**src/hdl/clrle_pkg.sv**
```systemverilog
// Package for the code-length run-length encoder.
// Holds widths, symbol codes, thresholds and the queued run record.
// No dependencies.
package clrle_pkg;

	// Longest run accepted; longer runs saturate to this
	localparam int unsigned MAX_RUN    = 320;
	// Most symbols sent for one run
	localparam int unsigned RESULT_CAP = 55;

	localparam int unsigned LEN_W  = 4;
	localparam int unsigned CNT_IN_W = 9;
	localparam int unsigned SYM_W  = 5;
	localparam int unsigned REP_W  = 8;
	localparam int unsigned RUN_W  = (MAX_RUN + 1 > (1 << CNT_IN_W)) ?
		$clog2(MAX_RUN + 1) : CNT_IN_W;
	localparam int unsigned CAP_W  = $clog2(RESULT_CAP + 1);

	localparam int unsigned QDEPTH = 2;
	localparam int unsigned QPTR_W = 1;
	localparam int unsigned QCNT_W = 2;

	// Code-length alphabet
	localparam logic [SYM_W-1:0] SYM_REP_PREV   = SYM_W'(16);
	localparam logic [SYM_W-1:0] SYM_ZERO_SHORT = SYM_W'(17);
	localparam logic [SYM_W-1:0] SYM_ZERO_LONG  = SYM_W'(18);

	// Run thresholds
	localparam logic [RUN_W-1:0] RUN_MAX_C    = RUN_W'(MAX_RUN);
	localparam logic [RUN_W-1:0] LIT_LIMIT    = RUN_W'(3);   // below: literals
	localparam logic [RUN_W-1:0] REP_LIMIT    = RUN_W'(7);   // below: one 16 ends it
	localparam logic [RUN_W-1:0] REP_MAX      = RUN_W'(6);
	localparam logic [RUN_W-1:0] ZSHORT_LIMIT = RUN_W'(11);
	localparam logic [RUN_W-1:0] ZLONG_LIMIT  = RUN_W'(139);
	localparam logic [RUN_W-1:0] ZLONG_MAX    = RUN_W'(138);

	typedef struct packed {
		logic             zero;
		logic [LEN_W-1:0] len;
		logic [RUN_W-1:0] left;
	} run_t;

endpackage

```
**src/hdl/clrle_front.sv**
```systemverilog
// Front end: accepts runs, saturates the count and drops empty runs.
// Depends on clrle_pkg.
module clrle_front import clrle_pkg::*; (
	input  logic                in_valid,
	output logic                in_ready,
	input  logic [LEN_W-1:0]    code_length,
	input  logic [CNT_IN_W-1:0] run_count,
	input  logic                q_full,
	output logic                q_push,
	output run_t                q_data
);

	logic [RUN_W-1:0] cnt_ext;

	// queue full comes straight from the count register
	assign in_ready = !q_full;
	assign cnt_ext  = RUN_W'(run_count);

	always_comb begin
		q_data.zero = (code_length == '0);
		q_data.len  = code_length;
		q_data.left = (cnt_ext > RUN_MAX_C) ? RUN_MAX_C : cnt_ext;
		// A run of zero symbols produces nothing
		q_push      = in_valid && in_ready && (run_count != '0);
	end

endmodule

```
**src/hdl/clrle_queue.sv**
```systemverilog
// Two-entry queue of classified runs between front and back end.
// Depends on clrle_pkg.
module clrle_queue import clrle_pkg::*; (
	input  logic clk,
	input  logic arst_n,
	input  logic push,
	input  run_t wdata,
	output logic full,
	input  logic pop,
	output run_t rdata,
	output logic empty
);

	run_t              mem_q [QDEPTH];
	logic [QPTR_W-1:0] wptr_q;
	logic [QPTR_W-1:0] rptr_q;
	logic [QCNT_W-1:0] cnt_q;

	assign full  = (cnt_q == QCNT_W'(QDEPTH));
	assign empty = (cnt_q == '0);
	assign rdata = mem_q[rptr_q];

	always_ff @(posedge clk) begin
		if (push) begin
			mem_q[wptr_q] <= wdata;
		end
	end

	always_ff @(posedge clk or negedge arst_n) begin
		if (!arst_n) begin
			wptr_q <= '0;
			rptr_q <= '0;
			cnt_q  <= '0;
		end else begin
			if (push) wptr_q <= wptr_q + 1'b1;
			if (pop)  rptr_q <= rptr_q + 1'b1;
			case ({push, pop})
				2'b10:   cnt_q <= cnt_q + 1'b1;
				2'b01:   cnt_q <= cnt_q - 1'b1;
				default: cnt_q <= cnt_q;
			endcase
		end
	end

endmodule

```
**src/hdl/clrle_back.sv**
```systemverilog
// Back end: walks one queued run, one symbol per cycle unless the output stalls, into an output register.
// Depends on clrle_pkg.
module clrle_back import clrle_pkg::*; (
	input  logic              clk,
	input  logic              arst_n,
	input  logic              q_empty,
	input  run_t              q_data,
	output logic              q_pop,
	output logic              out_valid,
	input  logic              out_ready,
	output logic [SYM_W-1:0]  symbol,
	output logic [REP_W-1:0]  repeat_res,
	output logic              last
);

	logic             busy_q;
	logic             first_q;
	logic             zero_q;
	logic [LEN_W-1:0] len_q;
	logic [RUN_W-1:0] left_q;
	logic [CAP_W-1:0] cnt_q;

	logic             ovalid_q;
	logic [SYM_W-1:0] sym_q;
	logic [REP_W-1:0] rep_q;
	logic             last_q;

	logic             can_emit;
	logic             step;
	logic [SYM_W-1:0] nsym;
	logic [REP_W-1:0] nrep;
	logic [RUN_W-1:0] nleft;
	logic             ndone;

	assign can_emit = !ovalid_q || out_ready;
	assign step     = busy_q && can_emit;
	assign q_pop    = !busy_q && !q_empty;

	always_comb begin
		nsym  = SYM_W'(len_q);
		nrep  = REP_W'(1);
		nleft = left_q - 1'b1;
		if (zero_q) begin
			if (left_q < LIT_LIMIT) begin
				nsym = '0;
			end else if (left_q < ZSHORT_LIMIT) begin
				nsym  = SYM_ZERO_SHORT;
				nrep  = left_q[REP_W-1:0];
				nleft = '0;
			end else if (left_q < ZLONG_LIMIT) begin
				nsym  = SYM_ZERO_LONG;
				nrep  = left_q[REP_W-1:0];
				nleft = '0;
			end else begin
				nsym  = SYM_ZERO_LONG;
				nrep  = ZLONG_MAX[REP_W-1:0];
				nleft = left_q - ZLONG_MAX;
			end
		end else if (!(first_q || left_q < LIT_LIMIT)) begin
			// first symbol of a nonzero run is always the literal itself
			nsym = SYM_REP_PREV;
			if (left_q < REP_LIMIT) begin
				nrep  = left_q[REP_W-1:0];
				nleft = '0;
			end else begin
				nrep  = REP_MAX[REP_W-1:0];
				nleft = left_q - REP_MAX;
			end
		end
		ndone = (nleft == '0) || (cnt_q == CAP_W'(RESULT_CAP - 1));
	end

	always_ff @(posedge clk) begin
		if (q_pop) begin
			zero_q <= q_data.zero;
			len_q  <= q_data.len;
		end
		if (step) begin
			sym_q  <= nsym;
			rep_q  <= nrep;
			last_q <= ndone;
		end
	end

	always_ff @(posedge clk or negedge arst_n) begin
		if (!arst_n) begin
			busy_q   <= 1'b0;
			first_q  <= 1'b0;
			left_q   <= '0;
			cnt_q    <= '0;
			ovalid_q <= 1'b0;
		end else begin
			if (q_pop) begin
				busy_q  <= 1'b1;
				first_q <= 1'b1;
				left_q  <= q_data.left;
				cnt_q   <= '0;
			end else if (step) begin
				busy_q  <= !ndone;
				first_q <= 1'b0;
				left_q  <= nleft;
				cnt_q   <= cnt_q + 1'b1;
			end
			if (step) begin
				ovalid_q <= 1'b1;
			end else if (out_ready) begin
				ovalid_q <= 1'b0;
			end
		end
	end

	assign out_valid  = ovalid_q;
	assign symbol     = sym_q;
	assign repeat_res = rep_q;
	assign last       = last_q;

endmodule

```
**src/hdl/code_length_run_length_encoder.sv**
```systemverilog
// Code-length run-length encoder, top level.
// Depends on clrle_pkg, clrle_front, clrle_queue, clrle_back.
//
// Usage:
//  - Input channel (in_valid/in_ready, code_length, run_count): one transfer
//    carries one run of equal Huffman code lengths. run_count above MAX_RUN
//    saturates; a run_count of zero is taken and yields no symbols.
//  - Output channel (out_valid/out_ready, symbol, repeat_res, last): one
//    transfer per code-length symbol, last set on the final symbol of a run.
//  - Front end classifies runs into a two-entry queue; the back end walks the
//    run at the head of the queue, one symbol per cycle while the receiver is
//    ready, into an output register, so input transfers keep flowing while the
//    receiver stalls until the queue is full.
//  - Path: when the back end is free, the first symbol of a run passes the
//    queue write, then the load into the walker, then the output register.
//  - Runs: the walker loads a run, then emits its N symbols (N up to 55 at
//    the default MAX_RUN); the single symbol walker in the back end takes a
//    new run only after the last symbol of the current one.
//  - Reset (arst_n low) empties the queue, drops any run in progress and
//    clears out_valid. A stalled receiver holds the output register and the
//    walker; nothing is dropped.
module code_length_run_length_encoder import clrle_pkg::*; (
	input  logic                clk,
	input  logic                arst_n,
	input  logic                in_valid,
	output logic                in_ready,
	input  logic [LEN_W-1:0]    code_length,
	input  logic [CNT_IN_W-1:0] run_count,
	output logic                out_valid,
	input  logic                out_ready,
	output logic [SYM_W-1:0]    symbol,
	output logic [REP_W-1:0]    repeat_res,
	output logic                last
);

	logic q_full;
	logic q_push;
	logic q_pop;
	logic q_empty;
	run_t q_wdata;
	run_t q_rdata;

	// front end: accept and classify
	clrle_front u_front (
		.in_valid    (in_valid),
		.in_ready    (in_ready),
		.code_length (code_length),
		.run_count   (run_count),
		.q_full      (q_full),
		.q_push      (q_push),
		.q_data      (q_wdata)
	);

	// decoupling queue
	clrle_queue u_queue (
		.clk    (clk),
		.arst_n (arst_n),
		.push   (q_push),
		.wdata  (q_wdata),
		.full   (q_full),
		.pop    (q_pop),
		.rdata  (q_rdata),
		.empty  (q_empty)
	);

	// back end: symbol walker and output register
	clrle_back u_back (
		.clk        (clk),
		.arst_n     (arst_n),
		.q_empty    (q_empty),
		.q_data     (q_rdata),
		.q_pop      (q_pop),
		.out_valid  (out_valid),
		.out_ready  (out_ready),
		.symbol     (symbol),
		.repeat_res (repeat_res),
		.last       (last)
	);

endmodule

```
**config.mk**
```make
export PLATFORM = sky130hd
export DESIGN_NAME = code_length_run_length_encoder
export DESIGN_NICKNAME = d
export VERILOG_FILES = /design/src/hdl/clrle_pkg.sv /design/src/hdl/clrle_front.sv /design/src/hdl/clrle_queue.sv /design/src/hdl/clrle_back.sv /design/src/hdl/code_length_run_length_encoder.sv
export SDC_FILE = /design/constraint.sdc
export NUM_CORES = 1
export LEC_CHECK = 0
export BUFFER_PORTS_ARGS = -buffer_cell sky130_fd_sc_hd__clkbuf_2
export CAP_MARGIN = 20
export CORE_MARGIN = 2
export CORE_UTILIZATION = 34
export CTS_CLUSTER_DIAMETER = 60
export DETAILED_ROUTE_END_ITERATION = 7
export GPL_TIMING_DRIVEN = 0
export REMOVE_ABC_BUFFERS = 1
export SLEW_MARGIN = 20
export SYNTH_ARGS = -nofsm -noshare
export SYNTH_HDL_FRONTEND = slang
export SYNTH_SLANG_ARGS = --single-unit
```
**constraint.sdc**
```tcl
create_clock -name clk -period 3.4 [get_ports clk]
set_clock_uncertainty 0.05 [all_clocks]
set_input_delay 1.02 -clock clk [delete_from_list [all_inputs] [get_ports clk]]
set_output_delay 1.02 -clock clk [all_outputs]
set_load 0.01 [all_outputs]
```
==> flow_metrics.py <==
metrics = {
    "clock_tree": {
        "numCtsBuffers": 9,
        "ctsHoldBuffers": 0,
        "clockBufferDepth": 2,
        "clock-sinks": 69,
        "cts_setup_buffers": 0,
        "worstSkewPairLatency_ps": 350,
        "clk_pin_slew_worst_paths_ps": 80,
        "htree_levels": 3,
        "postCtsResizedCells": 0,
        "cts_root_buffer": "clkbuf_8",
        "cts_tree": "yes",
    },
    "yosys": {
        "async_flop_share": 0.3188,
        "synth_area_leaders": "edfxtp_1, dfrtp_1, nand2_1, nor2_1, ha_1",
        "syn_inst": 326,
        "ys_ff_latch": 69,
        "yosysWarnings": 0,
        "avgSynthCellArea_um2": 11.14,
        "yosysSeqAreaShare": 0.5403,
        "synth_edf_count": 47,
        "synth_cell_types": 58,
        "synth-main-ff-cell": "edfxtp_1",
        "synth_area_leader_cell": "edfxtp_1",
        "synth.cell_area_um2": 3631,
        "synth_top_area_share": 0.3887,
    },
    "pwr": {
        "seq_power_share": 0.424,
        "leakage_nw": 1.558,
        "intPower_mw": 2.089,
        "vdd_ir_drop_max_mv": 0.2389,
        "switching_share": 0.4187,
        "power.density_nw_per_um2": 884.9,
        "p_comb_frac": 0.400,
        "p_sw_mw": 1.505,
        "clock_power_share": 0.177,
    },
    "place": {
        "dp_hpwl_mm": 5.139,
        "pre_cts_ws_ps": 75.97,
        "dp_cells": 473,
        "placed_cell_area_um2": 3871,
        "io_buffer_count": 32,
        "place_congestion": 0.9132,
    },
    "sta": {
        "slew_headroom": 0.4240,
        "rsz0062_at_grt": "false",
        "setup_tns_ps": 0,
        "worst_pin_slew_ps": 863.0,
        "slew_violations": 0,
        "layout_min_cycle_time_ps": 3154,
        "finalCritPeriodShare": 0.9275,
        "setup_violations": 0,
        "hold_viol_final": 0,
        "hold_slack_ps": 470.1,
        "finalWorstSetupSlack_ps": 246.3,
        "fmax_mhz": 317.1,
    },
    "run_status": {
        "status": "finished, final reports clean",
    },
    "critical_path": {
        "endpoint_kind": "flop",
        "max_stage_delay_ps": 510,
        "cp_max_fo": 13,
        "path_class": "reg2reg",
        "crit_chain": "inv_1, ha_1, a21oi_1, a31oi_1, nor2_2, a311oi_2, o22ai_1, a2111oi_4, a21o_1",
        "slowest_stage": "dfrtp_2",
        "critPathLaunchType": "flop",
        "arrival_ps": 3210,
        "required_ps": 3460,
    },
    "floorplanning": {
        "core_area_um2": 10370,
        "die-area_um2": 11520,
        "rows": 37,
        "io_pins": 33,
        "fp.dieH_um": 107.3,
        "die_x_um": 107.3,
        "start_util": 0.3501,
    },
    "global_routing": {
        "antenna_found_initial": 0,
        "grt_use_total": 0.1374,
        "grt_pass1_wl_mm": 12.36,
        "grt_max_degree": 25,
        "gr-total-overflow": 0,
        "grt_pass1_vias": 2446,
    },
    "finish": {
        "antenna_cells": 0,
        "area.growth.synth_to_final_pct": 11.85,
        "fin_nets": 373,
        "fin_cells": 489,
        "drive_above_1_share": 0.1955,
        "fillCellCount": 1065,
        "stdcell_area_um2": 4061,
    },
    "run": {
        "max_cap_viol_count": 0,
    },
    "detailed_routing": {
        "wl_per_cell_um": 15.07,
        "postRouteAntennaNets": 0,
        "routed_wirelength_mm": 7.369,
        "drt-vias-per-instance": 5.231,
        "post-route-drc-count": 0,
        "via_count": 2558,
        "drtIter0Drc": 132,
        "drtPass1Iterations": 4,
    },
    "min_path": {
        "hold_path_class": "reg2reg",
    },
}
## worst paths after layout
kind	endpoint	start	depth (start not counted)	slack, ps
min	u_queue.wptr_q	u_queue.wptr_q	1	470
min in group asynchronous	u_queue.cnt_q[1]	arst_n	1	600
max reg2reg	u_back.last	u_back.left_q[2]	9	250
max	u_back.last	u_back.left_q[2]	9	250
max in group asynchronous	u_back.left_q[2]	arst_n	1	2300
min reg2reg	u_queue.wptr_q	u_queue.wptr_q	1	470
## cells in the mapped netlist, drive strengths merged, types with 2 or more instances
cell type and number:
edfxtp 47, nand2 27, nor2 27, dfrtp 22, clkbuf 17, a21oi 15, o21ai 15, and2 10
inv 10, xnor2 9, ha 8, mux2i 8, nand3 8, nand2b 7, a221o 6, mux2 6
a31oi 5, and3 5, nor2b 5, nor3 5, buf 4, nand4 4, nor4 4, o21a 4
o31ai 4, or4 4, xor2 4, a21boi 3, a21o 3, nor3b 3, o2111ai 3, o22ai 3
o32ai 3, o221ai 2, o311ai 2, or2 2
## cell type report
| type | count | area [um2] | share of cell area |
|---|---|---|---|
| sequential | 69 | 1963 | 0.4834 |
| inverter | 10 | 37.54 | 0.009242 |
| tap | 136 | 170.2 | 0.04190 |
| clock inverter | 7 | 62.56 | 0.01540 |
| multi-input combinational | 226 | 1544 | 0.3802 |
| timing repair buffer | 32 | 160.2 | 0.03943 |
| clock buffer | 9 | 123.9 | 0.03050 |
## kinds of logic after synthesis
| kind of cell | count (synthesis) | synth area share |
|---|---|---|
| AOI/OAI and AO/OA | 78 | 0.1616 |
| xor gates and xnor gates | 13 | 0.03136 |
| adders and majority gates | 8 | 0.02757 |
| buffers and inverters | 31 | 0.03652 |
| DFF | 69 | 0.5403 |
| muxes | 14 | 0.04066 |
| and+or+nand+nor | 113 | 0.1620 |
## state kept, by name, indices dropped and copies added (netlist names), 2 cells and up
| name | cells |
|---|---|
| u_back.len_q | 4 |
| u_queue.mem_q | 28 |
| u_back.repeat_res | 8 |
| u_back.cnt_q | 6 |
| u_back.left_q | 9 |
| u_back.symbol | 5 |
| u_queue.cnt_q | 2 |
## placed cells by master (no fill, tap or decap), types with 3 or more instances in the layout
cell / Yosys / layout
o21ai_0: 14 / 14
inv_6: 0 / 5
dfrtp_1: 22 / 21
a21oi_1: 15 / 15
a221o_1: 6 / 6
nor2_2: 0 / 3
mux2i_1: 8 / 8
nor3_1: 5 / 5
and2_1: 10 / 10
or4_1: 3 / 3
a31oi_1: 5 / 5
xor2_1: 4 / 4
nor4_1: 3 / 3
clkbuf_8: 0 / 9
o31ai_1: 3 / 3
nor3b_1: 3 / 3
and3_1: 5 / 5
nand2_1: 27 / 27
nor2b_1: 4 / 4
a21o_1: 3 / 3
nand3_1: 8 / 8
mux2_2: 6 / 6
o21a_1: 4 / 4
o32ai_1: 3 / 3
edfxtp_1: 47 / 47
o22ai_1: 3 / 3
nand4_1: 4 / 4
clkbuf_2: 0 / 32
nor2_1: 27 / 24
nand2b_1: 7 / 7
inv_1: 10 / 10
ha_1: 8 / 8
xnor2_1: 9 / 9
## per-layer routing
metal | global-route usage | share of wire | wire (um) | vias up
met4 | 0.06136 | 0.025 | 187 | 0
met5 | 0 | 0 | 0 | -
li1 | - | - | - | 1257
met1 | 0.1797 | 0.45 | 3339 | 1207
met3 | 0.02906 | 0.050 | 368 | 20
met2 | 0.2193 | 0.47 | 3473 | 74
## power groups by stage
stage | registers [mW] | clock network, mW | logic (mW)
3_5_place_dp | 1.54 | 0 | 1.42
5_1_grt | 1.57 | 0.692 | 1.61
2_1_floorplan | 1.47 | 0 | 1.08
3_3_place_gp | 1.53 | 0 | 1.41
4_1_cts | 1.52 | 0.658 | 1.43
6_report | 1.52 | 0.635 | 1.44
## critical path, delay by kind of cell, from the launching register on
family	cells	cell delay, ps
flip-flops	1	510
AO/OA/AOI/OAI	6	1610
AND/OR/NAND/NOR	1	380
adder cells (fa/ha/maj)	1	230
buffers and inverters	1	130
## per-stage QoR
step / power, mW / utilization
6_report: 3.594 / 0.3917
5_1_grt: 3.870 / 0.3917
4_1_cts: 3.612 / 0.3913
3_5_place_dp: 2.958 / 0.3733
3_3_place_gp: 2.947 / 0.3728
2_1_floorplan: 2.546 / -
Note: power is estimated with default switching activity, not from simulation.
